[config.mk]
export PLATFORM = sky130hd
export DESIGN_NAME = scp_back_flat
export DESIGN_NICKNAME = d
export VERILOG_FILES = /design/src/rtl/scp_pkg.sv /design/src/rtl/scp_if.sv /design/src/rtl/scp_back.sv /design/src/flat_wrapper.sv
export SDC_FILE = /design/constraint.sdc
export NUM_CORES = 1
export LEC_CHECK = 0
export ABC_AREA = 0
export BUFFER_PORTS_ARGS = -buffer_cell sky130_fd_sc_hd__buf_2
export CORE_MARGIN = 1.5
export CORE_UTILIZATION = 40
export CTS_CLUSTER_DIAMETER = 150
export DETAILED_ROUTE_END_ITERATION = 8
export PLACE_DENSITY = 0.72
export SYNTH_ARGS = -nofsm -noshare
export SYNTH_HDL_FRONTEND = slang
export SYNTH_SLANG_ARGS = --single-unit
[constraint.sdc]
create_clock -name clk_i -period 4.8 [get_ports clk_i]
set_input_delay 0.48 -clock clk_i [delete_from_list [all_inputs] [get_ports clk_i]]
set_output_delay 0.48 -clock clk_i [all_outputs]
set_load 0.005 [all_outputs]
[src/rtl/scp_pkg.sv]
// shared types, widths and helpers for the sprite camera projection
package scp_pkg;

  localparam int NW         = 52;        // nx / ny width, signed
  localparam int YW         = NW - 1;    // positive depth numerator width
  localparam int DETW       = 37;        // determinant width, signed
  localparam int HDW        = 49;        // height times |det|
  localparam int QW         = 64;        // centre dividend and quotient
  localparam int SQW        = 17;        // span quotient
  localparam int RW         = NW + 1;    // centre partial remainder
  localparam int SRW        = NW;        // span partial remainder
  localparam int CW         = QW + 2;    // signed centre and box sums
  localparam int DIV_STAGES = QW;
  localparam int IDXW       = 8;

  typedef enum logic [IDXW-1:0] {
    REG_CAM_POS_X   = 8'd0,
    REG_CAM_POS_Y   = 8'd1,
    REG_CAM_DIR_X   = 8'd2,
    REG_CAM_DIR_Y   = 8'd3,
    REG_CAM_PLANE_X = 8'd4,
    REG_CAM_PLANE_Y = 8'd5,
    REG_VIEW_WIDTH  = 8'd6,
    REG_VIEW_HEIGHT = 8'd7
  } reg_idx_e;

  typedef struct packed {
    logic signed [31:0] pos_x;
    logic signed [31:0] pos_y;
    logic signed [17:0] dir_x;
    logic signed [17:0] dir_y;
    logic signed [17:0] plane_x;
    logic signed [17:0] plane_y;
    logic [12:0]        width;
    logic [12:0]        height;
  } cam_cfg_t;

  typedef struct packed {
    logic           vis;
    logic           neg;
    logic [YW-1:0]  ny;
    logic [QW-1:0]  num;
    logic [HDW-1:0] hdet;
  } div_in_t;

  typedef struct packed {
    logic           vis;
    logic           neg;
    logic [QW-1:0]  quo;
    logic [SQW-1:0] span;
  } div_out_t;

  function automatic logic [15:0] sat_s16(input logic signed [CW-1:0] v);
    logic [15:0] r;
    if (v > $signed(CW'(32767))) r = 16'h7fff;
    else if (v < -$signed(CW'(32768))) r = 16'h8000;
    else r = v[15:0];
    return r;
  endfunction

  function automatic logic [15:0] sat_u16(input logic [SQW-1:0] v);
    return v[SQW-1] ? 16'hffff : v[15:0];
  endfunction

endpackage

[src/rtl/scp_if.sv]


interface scp_res_if;
  logic               valid;
  logic               ready;
  logic               visible;
  logic signed [15:0] center_x;
  logic [15:0]        span;
  logic signed [15:0] left_x;
  logic signed [15:0] top_y;
  logic signed [15:0] right_x;
  logic signed [15:0] bottom_y;
  modport source (output valid, visible, center_x, span, left_x, top_y, right_x, bottom_y,
                  input ready);
  modport sink   (input valid, visible, center_x, span, left_x, top_y, right_x, bottom_y,
                  output ready);
endinterface


[src/rtl/scp_back.sv]
// centre sign, bounding box and saturation, ending in the result register
module scp_back (
  input  logic               clk_i,
  input  logic               rst_ni,
  input  logic               en_i,
  input  scp_pkg::cam_cfg_t  cam_i,
  input  logic               valid_i,
  input  scp_pkg::div_out_t  div_i,
  scp_res_if.source          res_o
);
  import scp_pkg::*;

  logic                 v1_q, vis1_q, valid_q;
  logic signed [CW-1:0] c1_q;
  logic [SQW-1:0]       span1_q;
  logic signed [CW-1:0] c_pos, half, hh;
  logic [15:0]          cx_d, sp_d, l_d, t_d, r_d, b_d;
  logic                 vis_q;
  logic [15:0]          cx_q, sp_q, l_q, t_q, r_q, b_q;

  assign c_pos = $signed({2'b00, div_i.quo});
  assign half  = $signed({{(CW-SQW+1){1'b0}}, span1_q[SQW-1:1]});
  assign hh    = $signed({{(CW-12){1'b0}}, cam_i.height[12:1]});

  assign cx_d = sat_s16(c1_q);
  assign sp_d = sat_u16(span1_q);
  assign l_d  = sat_s16(c1_q - half);
  assign t_d  = sat_s16(hh - half);
  assign r_d  = sat_s16(c1_q + half);
  assign b_d  = sat_s16(hh + half);

  always_ff @(posedge clk_i or negedge rst_ni) begin
    if (!rst_ni) begin
      v1_q    <= 1'b0;
      valid_q <= 1'b0;
    end else if (en_i) begin
      v1_q    <= valid_i;
      valid_q <= v1_q;
    end
  end

  always_ff @(posedge clk_i) begin
    if (en_i) begin
      vis1_q  <= div_i.vis;
      c1_q    <= div_i.neg ? -c_pos : c_pos;
      span1_q <= div_i.span;
      vis_q   <= vis1_q;
      // an invisible sprite gives an all-zero result
      cx_q    <= vis1_q ? cx_d : '0;
      sp_q    <= vis1_q ? sp_d : '0;
      l_q     <= vis1_q ? l_d  : '0;
      t_q     <= vis1_q ? t_d  : '0;
      r_q     <= vis1_q ? r_d  : '0;
      b_q     <= vis1_q ? b_d  : '0;
    end
  end

  assign res_o.valid    = valid_q;
  assign res_o.visible  = vis_q;
  assign res_o.center_x = cx_q;
  assign res_o.span     = sp_q;
  assign res_o.left_x   = l_q;
  assign res_o.top_y    = t_q;
  assign res_o.right_x  = r_q;
  assign res_o.bottom_y = b_q;

endmodule

[src/flat_wrapper.sv]
// flat-port wrapper written by rule: the top's interface ports become plain ports
module scp_back_flat import scp_pkg::*;
  (clk_i, rst_ni, en_i, cam_i, valid_i, div_i, res_o_valid, res_o_visible, res_o_center_x, res_o_span, res_o_left_x, res_o_top_y, res_o_right_x, res_o_bottom_y, res_o_ready);
  scp_res_if res_o_i ();
  input  logic clk_i;
  input  logic rst_ni;
  input  logic en_i;
  input  scp_pkg::cam_cfg_t cam_i;
  input  logic valid_i;
  input  scp_pkg::div_out_t div_i;
  output wire logic [$bits(res_o_i.valid)-1:0] res_o_valid;
  output wire logic [$bits(res_o_i.visible)-1:0] res_o_visible;
  output wire logic [$bits(res_o_i.center_x)-1:0] res_o_center_x;
  output wire logic [$bits(res_o_i.span)-1:0] res_o_span;
  output wire logic [$bits(res_o_i.left_x)-1:0] res_o_left_x;
  output wire logic [$bits(res_o_i.top_y)-1:0] res_o_top_y;
  output wire logic [$bits(res_o_i.right_x)-1:0] res_o_right_x;
  output wire logic [$bits(res_o_i.bottom_y)-1:0] res_o_bottom_y;
  input wire logic [$bits(res_o_i.ready)-1:0] res_o_ready;
  assign res_o_valid = res_o_i.valid;
  assign res_o_visible = res_o_i.visible;
  assign res_o_center_x = res_o_i.center_x;
  assign res_o_span = res_o_i.span;
  assign res_o_left_x = res_o_i.left_x;
  assign res_o_top_y = res_o_i.top_y;
  assign res_o_right_x = res_o_i.right_x;
  assign res_o_bottom_y = res_o_i.bottom_y;
  assign res_o_i.ready = res_o_ready;
  scp_back u_core (.clk_i(clk_i), .rst_ni(rst_ni), .en_i(en_i), .cam_i(cam_i), .valid_i(valid_i), .div_i(div_i), .res_o(res_o_i));
endmodule
==> impl_results.md <==
- Crit path max-delay cell type: sky130_fd_sc_hd__or4_1
- Routed wire length: 44500 um
- Area of the die: 0.0357 mm2
- Maximum number of pins on one net before global-route repair: 106
- Hold_ws: between 150 and 200 ps
- Initial antenna violation count: 0
- Placed insts: roughly 2200
- Static leakage: roughly 0.0062 uW
- Multi-input logic area: 0.00782 mm2
- Clock tree skew after final layout: approximately 15 ps
- Gate count after technology mapping: 1487
- Grt ovf: 0
- Count of input and output buffers: 196
- Share of flip-flops with an asynchronous set or reset: around 1.1%
- Rows: 67
- Kind of launch point of the worst setup path: flop
- Outcome: completed
- Final setup violating endpoints: 0
- Final layout net count: 2050
- Critical path cell sequence: ha_1, or4_1, nor4_2, o31ai_1, and3_1, nand4b_1, or3_1, a2111oi_1, nand4bb_1, nor4_2, buf_4, a21oi_1, buf_4, o22ai_1
- Starting Density: 40.9%
- Worst Path Arrival: 4880 ps
- Type of the tightest min-delay check: in2reg
- Floorplan die width: 189 um
- Delay of the slowest cell on the worst path: around 640 ps
- Number of flops mapped to enable cells by yosys: about 180
- Non-filler cells in the finished layout: 2200
- Kind of end point of the critical path: flop
- Fill count: roughly 3200
- Slew @ Worst Pin: 1200 ps
- Max Root-Sink Buffers: 2
- RSZ-0062 raised after global routing: false
- Number of DRC violations after detailed-routing iteration 0: 1166
- Die height: 189 um
- Share of post-route cells with drive strength above 1: between 20% and 30%
- First-pass GRT wire length: 68000 um
- Max Cap Violations: 0
- Utilization after layout: 49.2%
- Last weighted congestion value of the routability-driven placer: 1.03
- Area grow syn2layout: 20.3%
- Post-synthesis instance area: ~0.014 mm2
- VDD IR-drop max: 0.273 mV
- Clock transition at the registers of the reported paths: 70 ps
- Post-detailed-route count of antenna-violating nets: 0
- Synth cell types: 79
- Commonest non-fill, non-tap cell in the layout: sky130_fd_sc_hd__buf_2
- Final std cell area, no fill: 0.0166 mm2
- Largest fanout on the critical path: 14
- Standard cell area after detailed placement: 0.0160 mm2
- Power density cells: 302 mW/mm2
- Net count of the mapped netlist: 1798
- CTS tree: yes
- Leading area contributor after synthesis: sky130_fd_sc_hd__edfxtp_1
- Max Clock Freq: ~220 MHz
- Portion of the post-synthesis area used by sequential elements: 39.7%
- Commonest cells after routing, fill and taps aside: 195 x sky130_fd_sc_hd__buf_2, 181 x sky130_fd_sc_hd__edfxtp_1, 135 x sky130_fd_sc_hd__xnor2_1
- ANT cells: 0
- Number of global-route vias before repair: 12100
- Post-layout minimum cycle time: 4620 ps
- Depth of the CTS H-tree: 4
- Yosys warning total: 0
- Pre-antenna DRT Iters: 5
- CTS Root Buffer Type: sky130_fd_sc_hd__clkbuf_16
- Critical path class: reg2reg
- Average footprint of a synthesized cell: around 9.3 um2
- Num CTS Buffers: 17
- Required time of the critical path: 5060 ps
- Area share of the largest cell type after synthesis: 39.3%
- Clock latency on the worst-skew pair: 460 ps
- Predominant post-synthesis flop cell: sky130_fd_sc_hd__edfxtp_1
- Number of flip-flops and latches in the synthesized netlist: 183
- Average wire length per cell after detail routing: 20.2 um
- Vias per cell: 5.87
- Placeable core area: 0.0338 mm2
- Clock Sink Count: around 180
- Biggest area contributors in the synthesized netlist: sky130_fd_sc_hd__edfxtp_1 39%, sky130_fd_sc_hd__xnor2_1 8.6%, sky130_fd_sc_hd__ha_1 5.2%
- DRC violations left: 0
- Count of vias placed by the detailed router: between 10000 and 15000
- Final hold violation count: 0
- Num ports: 348
- Area occupied by registers: about 0.0055 mm2
- Overall power: 5020 uW
- GRT Resource Usage Total: between 20% and 30%
- Final cycle utilization of the critical path: a little over nine tenths
- Normalized max-slew margin: 20.2%
- DP Wirelength: 35300 um
- Slew Limit Fails: 0
==> routing by layer <==
metal	GRT usage (%)	routed length [um]	share of wire, %	vias to the layer above
met5	0	0	0	-
met1	34.9	19600	44	6089
met3	4.43	4040	9.1	75
met4	8.42	1160	2.6	0
li1	-	-	-	6087
met2	38.6	19800	44	666
==> flip-flops by register name (all words and copies together), names as in the netlist <==
register / flops
u_core.c1_q: 66
u_core.span1_q: 17
u_core.res_o.bottom_y: 16
u_core.res_o.center_x: 16
u_core.res_o.left_x: 16
u_core.res_o.right_x: 16
u_core.res_o.span: 16
u_core.res_o.top_y: 16
u_core.res_o.valid: 1
u_core.res_o.visible: 1
u_core.v1_q: 1
u_core.vis1_q: 1
==> cell families (layout without fill, tap and decap cells) <==
| kind of cell | Yosys count | count (layout) | synth area share [%] |
|---|---|---|---|
| buffers and inverters | 150 | 415 | 4.14 |
| multiplexers | 14 | 14 | 1.10 |
| other | 1 | 1 | 0.0271 |
| adder cells (fa/ha/maj) | 61 | 61 | 5.74 |
| flip-flops | 183 | 183 | 39.7 |
| AO/OA/AOI/OAI | 353 | 353 | 17.1 |
| AND/OR/NAND/NOR | 555 | 555 | 21.4 |
| XOR/XNOR | 170 | 170 | 10.8 |
==> worst paths after layout <==
check / slack [ps] / startpoint / end / cells after the start
setup / recovery: 180 / u_core.c1_q[9]$_DFFE_PP_ / u_core.res_o.right_x[10]$_SDFFCE_PN0P_ / 14
hold / removal: 200 / div_i[0] / u_core.span1_q[0]$_DFFE_PP_ / 1
setup reg to reg: 180 / u_core.c1_q[9]$_DFFE_PP_ / u_core.res_o.right_x[10]$_SDFFCE_PN0P_ / 14
hold reg to reg: 510 / u_core.v1_q$_DFFE_PN0P_ / u_core.v1_q$_DFFE_PN0P_ / 1
max in group asynchronous: 4370 / rst_ni / u_core.v1_q$_DFFE_PN0P_ / 2
min in group asynchronous: 330 / rst_ni / u_core.res_o.valid$_DFFE_PN0P_ / 2
==> critical path: cells and delay by family, from the launching register on <==
kind                       cells  cell delay [ps]
buffers and inverters          2              350
DFF                            1              490
and+or+nand+nor                7             2340
AOI/OAI and AO/OA              4              880
adders and majority gates      1              340
==> Yosys cell counts, types with 34 or more instances <==
library cell	instances
sky130_fd_sc_hd__a21oi_1	76
sky130_fd_sc_hd__clkbuf_1	84
sky130_fd_sc_hd__edfxtp_1	181
sky130_fd_sc_hd__ha_1	57
sky130_fd_sc_hd__inv_1	59
sky130_fd_sc_hd__nand2_1	94
sky130_fd_sc_hd__nand3_1	40
sky130_fd_sc_hd__nor2_1	130
sky130_fd_sc_hd__nor3_1	40
sky130_fd_sc_hd__nor4_1	44
sky130_fd_sc_hd__o21ai_0	91
sky130_fd_sc_hd__o31ai_1	34
sky130_fd_sc_hd__or3_1	35
sky130_fd_sc_hd__xnor2_1	135
sky130_fd_sc_hd__xor2_1	35
==> cell type report <==
cell class | instances | share of cell area [%]
Sequential cell | 183 | 33.0
Multi-Input combinational cell | 1154 | 47.0
Inverter | 62 | 1.40
Clock buffer | 17 | 2.56
Clock inverter | 15 | 0.903
Tap cell | 448 | 3.37
Timing Repair Buffer | 321 | 11.7
==> through the flow <==
step	TNS, ps	worst slack, ps
2_1_floorplan	0	108
3_3_place_gp	-369	-97.6
3_5_place_dp	-632	-130
4_1_cts	0	69.9
5_1_grt	0	23.4
6_report	0	184
==> power by group <==
part,internal (uW),switching [uW],total (uW)
Sequential,1950,146,2100
Combinational,621,916,1540
Clock,766,613,1380
Total,3340,1680,5020
==> repair_timing <==
| item | CTS | global route |
|---|---|---|
| resized for setup | 0 | 14 |
| endpoints found under the hold margin | 2 | 0 |
| hold buffers | 1 | 0 |
| buffers inserted | 0 | 2 |
| endpoints found under the setup margin | 0 | 28 |
(Power assumes the default switching activity.)
