[config.mk]
export PLATFORM = sky130hd
export DESIGN_NAME = scp_cfg_flat
export DESIGN_NICKNAME = d
export VERILOG_FILES = /design/src/rtl/scp_pkg.sv /design/src/rtl/scp_if.sv /design/src/rtl/scp_cfg.sv /design/src/flat_wrapper.sv
export SDC_FILE = /design/constraint.sdc
export NUM_CORES = 1
export LEC_CHECK = 0
export ABC_CLOCK_PERIOD_IN_PS = 1000
export BUFFER_PORTS_ARGS = -buffer_cell sky130_fd_sc_hd__buf_4
export CORE_MARGIN = 1.5
export CORE_UTILIZATION = 50
export CTS_CLUSTER_SIZE = 40
export DETAILED_ROUTE_END_ITERATION = 8
export GPL_TIMING_DRIVEN = 0
export PLACE_DENSITY = 0.81
export SLEW_MARGIN = 5
export SYNTH_ARGS = -nofsm -noshare
export SYNTH_HDL_FRONTEND = slang
export SYNTH_SLANG_ARGS = --single-unit
[constraint.sdc]
create_clock -name clk_i -period 1 [get_ports clk_i]
set_input_delay 0.2 -clock clk_i [delete_from_list [all_inputs] [get_ports clk_i]]
set_output_delay 0.2 -clock clk_i [all_outputs]
set_load 0.01 [all_outputs]
[src/rtl/scp_pkg.sv]
// shared types, widths and helpers for the sprite camera projection
package scp_pkg;

  localparam int NW         = 52;        // nx / ny width, signed
  localparam int YW         = NW - 1;    // positive depth numerator width
  localparam int DETW       = 37;        // determinant width, signed
  localparam int HDW        = 49;        // height times |det|
  localparam int QW         = 64;        // centre dividend and quotient
  localparam int SQW        = 17;        // span quotient
  localparam int RW         = NW + 1;    // centre partial remainder
  localparam int SRW        = NW;        // span partial remainder
  localparam int CW         = QW + 2;    // signed centre and box sums
  localparam int DIV_STAGES = QW;
  localparam int IDXW       = 8;

  typedef enum logic [IDXW-1:0] {
    REG_CAM_POS_X   = 8'd0,
    REG_CAM_POS_Y   = 8'd1,
    REG_CAM_DIR_X   = 8'd2,
    REG_CAM_DIR_Y   = 8'd3,
    REG_CAM_PLANE_X = 8'd4,
    REG_CAM_PLANE_Y = 8'd5,
    REG_VIEW_WIDTH  = 8'd6,
    REG_VIEW_HEIGHT = 8'd7
  } reg_idx_e;

  typedef struct packed {
    logic signed [31:0] pos_x;
    logic signed [31:0] pos_y;
    logic signed [17:0] dir_x;
    logic signed [17:0] dir_y;
    logic signed [17:0] plane_x;
    logic signed [17:0] plane_y;
    logic [12:0]        width;
    logic [12:0]        height;
  } cam_cfg_t;

  typedef struct packed {
    logic           vis;
    logic           neg;
    logic [YW-1:0]  ny;
    logic [QW-1:0]  num;
    logic [HDW-1:0] hdet;
  } div_in_t;

  typedef struct packed {
    logic           vis;
    logic           neg;
    logic [QW-1:0]  quo;
    logic [SQW-1:0] span;
  } div_out_t;

  function automatic logic [15:0] sat_s16(input logic signed [CW-1:0] v);
    logic [15:0] r;
    if (v > $signed(CW'(32767))) r = 16'h7fff;
    else if (v < -$signed(CW'(32768))) r = 16'h8000;
    else r = v[15:0];
    return r;
  endfunction

  function automatic logic [15:0] sat_u16(input logic [SQW-1:0] v);
    return v[SQW-1] ? 16'hffff : v[15:0];
  endfunction

endpackage

[src/rtl/scp_if.sv]


interface scp_cfg_if;
  logic        valid;
  logic        ready;
  logic [7:0]  index;
  logic [31:0] data;
  modport source (output valid, index, data, input ready);
  modport sink   (input valid, index, data, output ready);
endinterface

[src/rtl/scp_cfg.sv]
// camera configuration register file
module scp_cfg (
  input  logic               clk_i,
  input  logic               rst_ni,
  scp_cfg_if.sink            cfg_i,
  output scp_pkg::cam_cfg_t  cam_o
);
  import scp_pkg::*;

  cam_cfg_t cam_q;

  assign cfg_i.ready = 1'b1;
  assign cam_o       = cam_q;

  always_ff @(posedge clk_i or negedge rst_ni) begin
    if (!rst_ni) begin
      cam_q.pos_x   <= '0;
      cam_q.pos_y   <= '0;
      cam_q.dir_x   <= 18'sd65536;
      cam_q.dir_y   <= '0;
      cam_q.plane_x <= '0;
      cam_q.plane_y <= 18'sd43254;
      cam_q.width   <= 13'd640;
      cam_q.height  <= 13'd480;
    end else if (cfg_i.valid) begin
      case (cfg_i.index)
        REG_CAM_POS_X:   cam_q.pos_x   <= cfg_i.data;
        REG_CAM_POS_Y:   cam_q.pos_y   <= cfg_i.data;
        REG_CAM_DIR_X:   cam_q.dir_x   <= cfg_i.data[17:0];
        REG_CAM_DIR_Y:   cam_q.dir_y   <= cfg_i.data[17:0];
        REG_CAM_PLANE_X: cam_q.plane_x <= cfg_i.data[17:0];
        REG_CAM_PLANE_Y: cam_q.plane_y <= cfg_i.data[17:0];
        REG_VIEW_WIDTH:  cam_q.width   <= cfg_i.data[12:0];
        REG_VIEW_HEIGHT: cam_q.height  <= cfg_i.data[12:0];
        default: ;
      endcase
    end
  end

endmodule

[src/flat_wrapper.sv]
// flat-port wrapper written by rule: the top's interface ports become plain ports
module scp_cfg_flat import scp_pkg::*;
  (clk_i, rst_ni, cam_o, cfg_i_valid, cfg_i_index, cfg_i_data, cfg_i_ready);
  scp_cfg_if cfg_i_i ();
  input  logic clk_i;
  input  logic rst_ni;
  output scp_pkg::cam_cfg_t cam_o;
  input wire logic [$bits(cfg_i_i.valid)-1:0] cfg_i_valid;
  input wire logic [$bits(cfg_i_i.index)-1:0] cfg_i_index;
  input wire logic [$bits(cfg_i_i.data)-1:0] cfg_i_data;
  output wire logic [$bits(cfg_i_i.ready)-1:0] cfg_i_ready;
  assign cfg_i_i.valid = cfg_i_valid;
  assign cfg_i_i.index = cfg_i_index;
  assign cfg_i_i.data = cfg_i_data;
  assign cfg_i_ready = cfg_i_i.ready;
  scp_cfg u_core (.clk_i(clk_i), .rst_ni(rst_ni), .cfg_i(cfg_i_i), .cam_o(cam_o));
endmodule
==> impl_metrics.ini, run 1 <==
[outcome]
status = finished, violations left
violations = hold timing, setup timing

[clock_network]
clock_tree.root_cell = clkbuf_16
cts.htree.levels = 4
cts.sinks = 162
clk_path_buf_depth = 2
clk-insertion-delay-late_ps = 420
cts_made_buffers = 17
clkSlewWorstSetupHoldPaths_ps = 60
cts_tree = done

[pwr]
sequentialPowerShare_pct = 43.9
power_report.internal_total_uw = 12600
leakage_uw = 0.00558
switchingPower_uw = 3680
irDropWorstVdd_v = 0.00130
power.clock.fraction_pct = 44.1
share_comb_of_total_power_pct = 12.1
total_power_after_layout_uw = 16300
pwr_density_cell_nw_per_um2 = 1540
power_switching_share_pct = 22.6

[worst_setup_path]
worst-endpoint-required_ps = 1310
crit_path_most_repeated_cell = buf_6
worst_path_maximum_fanout = 5
critical_path.slowest_cell = or4_4
critical-path-max-stage-delay_ps = 560
cpLargestDelayFamily = simple AND/OR/NAND/NOR gates
critPathLaunchType = input pin
crit_type = in2reg
critical_path.endpoint_type = flip-flop
timing.critical_path.cells = buf_8 -> or4_4 -> buf_6 -> buf_6 -> nor3_4 -> buf_6 -> mux2_4
worst_ep_arrival_time_ps = 1960
timing.critical_path.buf_inv = 4

[sta]
grt_setup_unrepaired = true
slew_viol_final = 0
measured_slew_at_the_worst_slew_check_pin_ps = 587
timing.final.hold_violations = 68
finalSetupViolations = 324
timing.max_slew.rel_slack_pct = 60.9
max_freq_mhz = 604
hold_slack_ps = -266
maximum_clock_skew_at_final_layout_ps = 0
min_period_ps = 1650
setup_ws_ps = -654
final_min_period_over_clock_period_pct = 165

[route]
drtPass1Iterations = 5
route.antenna.remaining_nets = 0
wl_per_cell_um = 24.2
viasPerCell = 5.35
initialDrtViolationCount = 220
finalWirelength_mm = 20.5
route.detailed.drc = 0
detailroute.via_count = 4540

[logic_synthesis]
post_synth_instance_area_sq_um = 6140
syn_nets = 399
portion_of_netlist_area_occupied_by_mux_cells_pct = 30.3
yosys.area_share.adder_pct = 0
syn_inst = 356
synth_top_area_share_pct = 59.5
synth_seq_cells = 162
top_post_synthesis_cells_by_area = dfrtp_1 59%, mux2_2 28%, dfstp_2 6.8%
ys_warn_count = 0
synth_xor_area_share_pct = 0
seq_area_frac_synth_pct = 66.3
avgSynthCellArea_sq_um = 17.3
ys_types = 23
largest_family_of_logic_cells_by_synthesized_area = multiplexers
synthSimpleGateAreaFrac_pct = 1.87
yosys.area.top_type = dfrtp_1
synth_area_in_compound_gates_pct = 0

[finish]
fin_area_sq_um = 10600
multi_input_area_sq_um = 2220
nNetsFinal = 731
final_layout_size_suffix_gt1_share_pct = 77.7
n_fill_cell = 467
finalCoreUtilization_pct = 88.0
sequential_cell_area_sq_um = 4070
largest_register_ffs = 162
finish.cell_count_without_fillers = 848
area.growth.synth_to_final_pct = 72.1
insertedDiodeCount = 0

[floorplan]
floorplan.die_area_sq_um = 13000
floorplan_die_width_um = 114
initial_standard_cell_utilization_of_the_core_pct = 51.1
placeableCoreArea_sq_um = 12000
die_y_um = 114
floorplan.io_pins = 206
core.rowCount = 40

[global_routing]
overflow = 0
number_of_antenna_violations_at_the_first_check_in_global_routing = 0
grt_first_pass_wirelength_mm = 27.8
vias_in_the_first_global_route = 4763
grt_start_max_net_pins = 88
gr-usage-all-layers_pct = 29.1

[placement]
dpl_cell_area_sq_um = 8000
buffer_ports.inserted = 202
place.detailed.hpwl_mm = 10.1
placedCellCount = 706
place.gp.congestion = 0.742

[min_path]
hold_path.class = in2async

[run]
max_cap_violations = 0
layout make-up:
type / instances / share of cell area (%)
clock buffers: 21 / 4.36
flip-flops and latches: 162 / 38.5
plain buffers: 15 / 2.45
multi-input cells: 177 / 21.0
well taps: 147 / 1.74
repair buffers: 314 / 30.2
clock inverters: 11 / 1.73
inverters: 1 / 0.0355
cell usage in the layout, fill, tap and decap left out, types with 2 or more instances in the layout:
master and count:
buf_16 2, clkbuf_2 2, bufinv_16 5, clkbuf_8 2
dfrtp_1 146, clkbuf_1 2, buf_6 185, nand4_1 2
buf_8 13, mux2_4 58, or4_4 2, mux2_2 104
clkbuf_16 25, dfstp_2 16, clkinv_2 5, nor4_4 2
buf_4 118
cell families after synthesis:
logic type | after synthesis
DFF | 162
buffers and inverters | 17
and+or+nand+nor | 14
other | 1
muxes | 162
power by group through the flow:
| stage | logic, uW | registers (uW) | clock network, uW |
|---|---|---|---|
| 2_1_floorplan | 329 | 7310 | 0 |
| 3_3_place_gp | 1350 | 7160 | 0 |
| 3_5_place_dp | 1410 | 7180 | 0 |
| 4_1_cts | 1740 | 7130 | 7100 |
| 5_1_grt | 2080 | 7180 | 7470 |
| 6_report | 1960 | 7150 | 7180 |
what timing repair did:
item / 4_1_cts / 5_1_grt
pin swaps: 8 / 6
buffers inserted: 53 / 46
gates resized for setup: 213 / 56
setup endpoints to repair: 322 / 324
endpoints found under the hold margin: 68 / 68
cloned: 8 / 4
metal layers:
layer	wire, um	part of all wire [%]	global-route usage [%]
met5	0	0	0
met4	435	2.1	12.3
met3	1490	7.2	8.55
met2	10600	52	50.4
met1	8000	39	33.9
worst register-to-register path, stage by stage, from the launching register on:
cell     delay, ps
dfrtp_1        410
buf_4          150
buf_4          130
mux2_2         260
worst paths after layout:
check                           depth (start not counted)  slack [ps]                           from                             to
min in group clk_i                                      2          10                 cfg_i_data[29]  u_core.cam_o[127]$_DFFE_PN0P_
max in group asynchronous                               2         410                         rst_ni    u_core.cam_o[5]$_DFFE_PN1P_
worst min register to register                          1         530  u_core.cam_o[151]$_DFFE_PN0P_  u_core.cam_o[151]$_DFFE_PN0P_
worst max-delay path                                    7        -650                 cfg_i_index[6]   u_core.cam_o[11]$_DFFE_PN0P_
worst min-delay path                                    1        -270                         rst_ni  u_core.cam_o[116]$_DFFE_PN0P_
worst max register to register                          3         -60  u_core.cam_o[125]$_DFFE_PN0P_  u_core.cam_o[125]$_DFFE_PN0P_
per-stage QoR:
| stage | setup WS, ps | hold slack, ps | setup TNS [ps] |
|---|---|---|---|
| 2_1_floorplan | -889 | -95.6 | -87970 |
| 3_3_place_gp | -1340 | 441 | -303550 |
| 3_5_place_dp | -1360 | 197 | -157860 |
| 4_1_cts | -631 | -252 | -79820 |
| 5_1_grt | -670 | -220 | -101510 |
| 6_report | -654 | -266 | -95640 |
Yosys cell counts, drive strengths merged:
cell / number
buf: 6
clkbuf: 10
conb: 1
dfrtp: 146
dfstp: 16
inv: 1
mux2: 162
nand2: 1
nand3: 1
nand3b: 1
nand4: 2
nand4b: 1
nor2: 1
nor3: 1
nor3b: 1
nor4: 2
nor4b: 1
or4: 2
Note: power is estimated with default switching activity, not from simulation.
==> run 2: changes to the inputs <==
Settings changed: REMOVE_ABC_BUFFERS set to 1.
==> run 2 against run 1 <==
The flow still finishes with violations (hold timing, setup timing). Clock skew stayed put. Register-to-register slack better by 120 ps. Final cell count decreased by 4.5%.
==> impl_metrics.ini, run 2 (synthesis gave the netlist of run 1 again) <==
[route]
wl_per_cell_um = 23.3
route.antenna.remaining_nets = 0
viasPerCell = 5.30
route.detailed.drc = 0
detailroute.via_count = 4293
drtPass1Iterations = 4
finalWirelength_mm = 18.9
initialDrtViolationCount = 132

[worst_setup_path]
reg2reg_depth = 2
critical_path_cell_count = 5
cpLargestDelayFamily = simple AND/OR/NAND/NOR gates
worst_ep_arrival_time_ps = 1930
crit_path_most_repeated_cell = or4_4
critical-path-max-stage-delay_ps = 580
worst_path_maximum_fanout = 6
critPathLaunchType = input pin
critical_path.reg2reg.endpoint = u_core.cam_o[128]$_DFFE_PN0P_
critical_path.endpoint_type = flip-flop
rrSetupSlack_ps = 60
crit_path_end = u_core.cam_o[95]$_DFFE_PN0P_
critical_path.slowest_cell = or4_4
worstReg2RegStart = u_core.cam_o[128]$_DFFE_PN0P_
timing.critical_path.cells = buf_8 -> or4_4 -> or4_4 -> buf_12 -> mux2_4
worst-endpoint-required_ps = 1310
timing.critical_path.buf_inv = 2
crit_type = in2reg
setup.worst_path.start = cfg_i_index[5]

[finish]
most_common_cell_after_layout_fill_and_taps_aside = buf_6
finish.cell_count_without_fillers = 810
nNetsFinal = 693
largest_register_ffs = 162
area.growth.synth_to_final_pct = 67.0
insertedDiodeCount = 0
final_cell_mix = 176 x buf_6, 146 x dfrtp_1, 112 x mux2_2, 83 x buf_4, 50 x mux2_4
final_layout_size_suffix_gt1_share_pct = 75.0

[floorplan]
floorplan_die_width_um = 114
placeableCoreArea_sq_um = 12000
floorplan.die_area_sq_um = 13000
floorplan.io_pins = 206
die_y_um = 114
initial_standard_cell_utilization_of_the_core_pct = 51.1
core.rowCount = 40

[sta]
final_min_period_over_clock_period_pct = 161
maximum_clock_skew_at_final_layout_ps = 0
max_freq_mhz = 620
timing.max_slew.rel_slack_pct = 45.5
hold_slack_ps = -150
measured_slew_at_the_worst_slew_check_pin_ps = 818
slew_viol_final = 0
grt_setup_unrepaired = true
totalNegativeSetupSlack_ps = -85850
finalSetupViolations = 324
timing.final.hold_violations = 85
min_period_ps = 1610
setup_ws_ps = -614

[placement]
buffer_ports.inserted = 204
place.detailed.hpwl_mm = 9.94
place.gp.congestion = 0.722
placedCellCount = 698
pre_cts_slack_ps = -1940

[global_routing]
gr-usage-all-layers_pct = 24.8
number_of_antenna_violations_at_the_first_check_in_global_routing = 0
overflow = 0
grt_start_max_net_pins = 91
grt_first_pass_wirelength_mm = 23.7
vias_in_the_first_global_route = 4347

[pwr]
irDropWorstVdd_v = 0.00104
leakage_uw = 0.00534
pwr_density_cell_nw_per_um2 = 1580

[clock_network]
cts.sinks = 162
hold_buffers = 12
clk_path_buf_depth = 2
clock_tree.root_cell = clkbuf_16
cts_tree = done
clkSlewWorstSetupHoldPaths_ps = 60
clk-insertion-delay-late_ps = 430
cts.htree.levels = 4
cts_made_buffers = 17

[run]
max_cap_violations = 0

[min_path]
hold_path.class = in2async

[outcome]
violations = hold timing, setup timing
status = finished, violations left
==> run 2: changes by cell type in the layout (fill, tap and decap cells not counted), moves of 6 or more <==
cell and change:
buf_12 +6, buf_4 -35, buf_6 -9, buf_8 -8, dlygate4sd3_1 +12, mux2_2 +8, mux2_4 -8
==> run 2: area by class of cell <==
class,count,area (sq um)
clock buffer,19,453
multi-input combinational,177,2190
tap,147,184
clock inverter,13,205
fill,536,1750
sequential,162,4070
timing repair buffer,291,3150
inverter,1,3.75
==> run 2: power breakdown <==
group | switching (uW) | total (uW) | internal, uW
sequential | 245 | 7140 | 6900
combinational | 730 | 1840 | 1110
clock | 2660 | 7220 | 4560
==> run 2: timing repair <==
action	CTS	global route
setup buffers	11	50
hold endpoints to repair	105	85
pin swaps	9	6
gates resized for setup	28	212
endpoints found under the setup margin	324	324
gates cloned	1	6
==> run 2: worst min-delay path by stage <==
stage,from,to
6_report,rst_ni,u_core.cam_o[126]$_DFFE_PN0P_
5_1_grt,rst_ni,u_core.cam_o[126]$_DFFE_PN0P_
4_1_cts,rst_ni,u_core.cam_o[154]$_DFFE_PN0P_
2_1_floorplan,rst_ni,u_core.cam_o[0]$_DFFE_PN0P_
3_5_place_dp,rst_ni,u_core.cam_o[128]$_DFFE_PN0P_
3_3_place_gp,cfg_i_data[22],u_core.cam_o[152]$_DFFE_PN0P_
==> run 2: through the flow <==
step / hold slack (ps) / utilization, % / area, sq um / power (uW)
after floorplan: -95.6 / - / 6060 / 7620
after global placement: 441 / 64.7 / 7770 / 8470
after detailed placement: 326 / 65.9 / 7920 / 8570
after CTS: -139 / 74.4 / 8930 / 15800
after global routing: -90.2 / 85.4 / 10300 / 16700
final: -150 / 85.4 / 10300 / 16200
==> run 2: routing by layer <==
| metal | wire, um | track usage, % |
|---|---|---|
| met1 | 7230 | 28.7 |
| met2 | 10000 | 42.7 |
| met3 | 950 | 6.64 |
| met4 | 627 | 12.2 |
| met5 | 0 | 0 |
==> run 3: changes to the inputs <==
Settings changed: ABC_CLOCK_PERIOD_IN_PS 1000 to 2100, CORE_UTILIZATION 50 to 54, CTS_CLUSTER_SIZE 40 to not set, PLACE_DENSITY 0.81 to 0.87.
Clock period 1 ns to 2.1 ns, I/O delays scaled along.
==> run 3 against run 2 <==
The flow now finishes without violations. Die area down 7.2%. Hold slack improved by 210 ps. Clock-buffer cell count increased by 4. Global-route usage is 2.2 points higher. Sequential cell count is the same. Register-to-register slack better by 1200 ps.
==> impl_metrics.ini, run 3 (synthesis gave the netlist of run 1 again) <==
[pwr]
power.clock.fraction_pct = 44.6
power_switching_share_pct = 21.8
power_report.internal_total_uw = 5690
pwr_density_cell_nw_per_um2 = 846
leakage_uw = 0.00466
share_comb_of_total_power_pct = 9.1
sequentialPowerShare_pct = 46.3
switchingPower_uw = 1580
irDropWorstVdd_v = 0.000682
total_power_after_layout_uw = 7270

[worst_setup_path]
worst_path_maximum_fanout = 8
timing.critical_path.cells = buf_4 -> or4_4 -> nor3_2 -> buf_4 -> mux2_2
cpLargestDelayFamily = simple AND/OR/NAND/NOR gates
critical_path.endpoint_type = flip-flop
worst_ep_arrival_time_ps = 2350
timing.critical_path.buf_inv = 2
critical_path.slowest_cell = or4_4
critical-path-max-stage-delay_ps = 600
critPathLaunchType = input pin
worst-endpoint-required_ps = 2400
crit_type = in2reg
crit_path_most_repeated_cell = buf_4

[outcome]
status = completed

[global_routing]
number_of_antenna_violations_at_the_first_check_in_global_routing = 0
overflow = 0
gr-usage-all-layers_pct = 27.0
vias_in_the_first_global_route = 4260
grt_start_max_net_pins = 90
grt_first_pass_wirelength_mm = 23.4

[finish]
multi_input_area_sq_um = 2000
insertedDiodeCount = 0
largest_register_ffs = 162
finalCoreUtilization_pct = 78.2
area.growth.synth_to_final_pct = 39.9
n_fill_cell = 623
sequential_cell_area_sq_um = 4070
most_common_cell_after_layout_fill_and_taps_aside = buf_4
final_cell_mix = 211 x buf_4, 152 x mux2_2, 146 x dfrtp_1, 17 x clkbuf_16, 16 x dfstp_2
final_layout_size_suffix_gt1_share_pct = 73.6
nNetsFinal = 620

[clock_network]
clk-insertion-delay-late_ps = 420
cts.sinks = 162
cts.htree.levels = 4
cts_made_buffers = 17
cts_tree = done
clk_path_buf_depth = 2
clock_tree.root_cell = clkbuf_16
clkSlewWorstSetupHoldPaths_ps = 60
hold_buffers = 0

[route]
initialDrtViolationCount = 159
route.detailed.drc = 0
wl_per_cell_um = 21.0
finalWirelength_mm = 15.3
detailroute.via_count = 3916
viasPerCell = 5.36
drtPass1Iterations = 4
route.antenna.remaining_nets = 0

[min_path]
hold_path.class = in2async

[floorplan]
placeableCoreArea_sq_um = 11000
floorplan_die_width_um = 110
initial_standard_cell_utilization_of_the_core_pct = 55.9
die_y_um = 110
floorplan.io_pins = 206
core.rowCount = 38
floorplan.die_area_sq_um = 12000

[run]
max_cap_violations = 0

[sta]
timing.final.hold_violations = 0
max_freq_mhz = 487
measured_slew_at_the_worst_slew_check_pin_ps = 808
finalSetupViolations = 0
min_period_ps = 2050
slew_viol_final = 0
grt_setup_unrepaired = false
maximum_clock_skew_at_final_layout_ps = 0
final_min_period_over_clock_period_pct = 97.7
timing.max_slew.rel_slack_pct = 46.1

[placement]
place.gp.congestion = 0.734
place.detailed.hpwl_mm = 10.0
buffer_ports.inserted = 204
run 3: per-layer routing:
| metal | part of all wire [%] | wire length [um] | GRT usage (%) |
|---|---|---|---|
| met5 | 0 | 0 | 0 |
| met2 | 54 | 8220 | 47.5 |
| met4 | 1.7 | 262 | 10.5 |
| met1 | 39 | 5910 | 30.7 |
| met3 | 6.2 | 945 | 8.24 |
run 3: final cells by class:
type                            count  share of cell area, %
Clock buffer                       23                   5.91
Clock inverter                      9                   1.46
Inverter                            1                 0.0437
Multi-Input combinational cell    177                   23.3
Tap cell                          140                   2.04
Timing Repair Buffer              218                   19.8
Sequential cell                   162                   47.4
run 3: power by group through the flow:
stage | Combinational [uW] | Clock (uW) | Sequential (uW)
2_1_floorplan | 148 | 0 | 3480
3_3_place_gp | 629 | 0 | 3410
3_5_place_dp | 662 | 0 | 3420
4_1_cts | 671 | 3280 | 3370
5_1_grt | 714 | 3390 | 3380
6_report | 662 | 3240 | 3370
run 3: stage by stage:
step           cell area, sq um  TNS, ps  worst slack [ps]  hold WS (ps)  std cells
6_report                   8590        0              48.1          56.8        730
5_1_grt                    8590        0             0.389           132        730
4_1_cts                    8590        0              42.4          99.3        730
3_5_place_dp               7900   -94510             -1030           494        691
3_3_place_gp               7760  -191450             -1610           489        684
2_1_floorplan              6060   -41870              -503           124        340
run 3: repair_timing:
item / in CTS / in global routing
gates resized for setup: 2 / 0
setup buffers: 7 / 0
setup endpoints to repair: 117 / 0
run 3: path summary, 6_finish.rpt:
path                                                    start                            end  slack [ps]  cells after the start
worst max-delay path                           cfg_i_index[5]    u_core.cam_o[1]$_DFFE_PN0P_          50                      5
worst min-delay path                                   rst_ni   u_core.cam_o[64]$_DFFE_PN0P_          60                      1
worst max register to register  u_core.cam_o[147]$_DFFE_PN0P_  u_core.cam_o[147]$_DFFE_PN0P_        1300                      1
worst min register to register   u_core.cam_o[23]$_DFFE_PN0P_   u_core.cam_o[23]$_DFFE_PN0P_         510                      1
max in group asynchronous                              rst_ni   u_core.cam_o[96]$_DFFE_PN1P_        1130                      2
min in group clk_i                             cfg_i_data[27]  u_core.cam_o[157]$_DFFE_PN0P_         240                      2
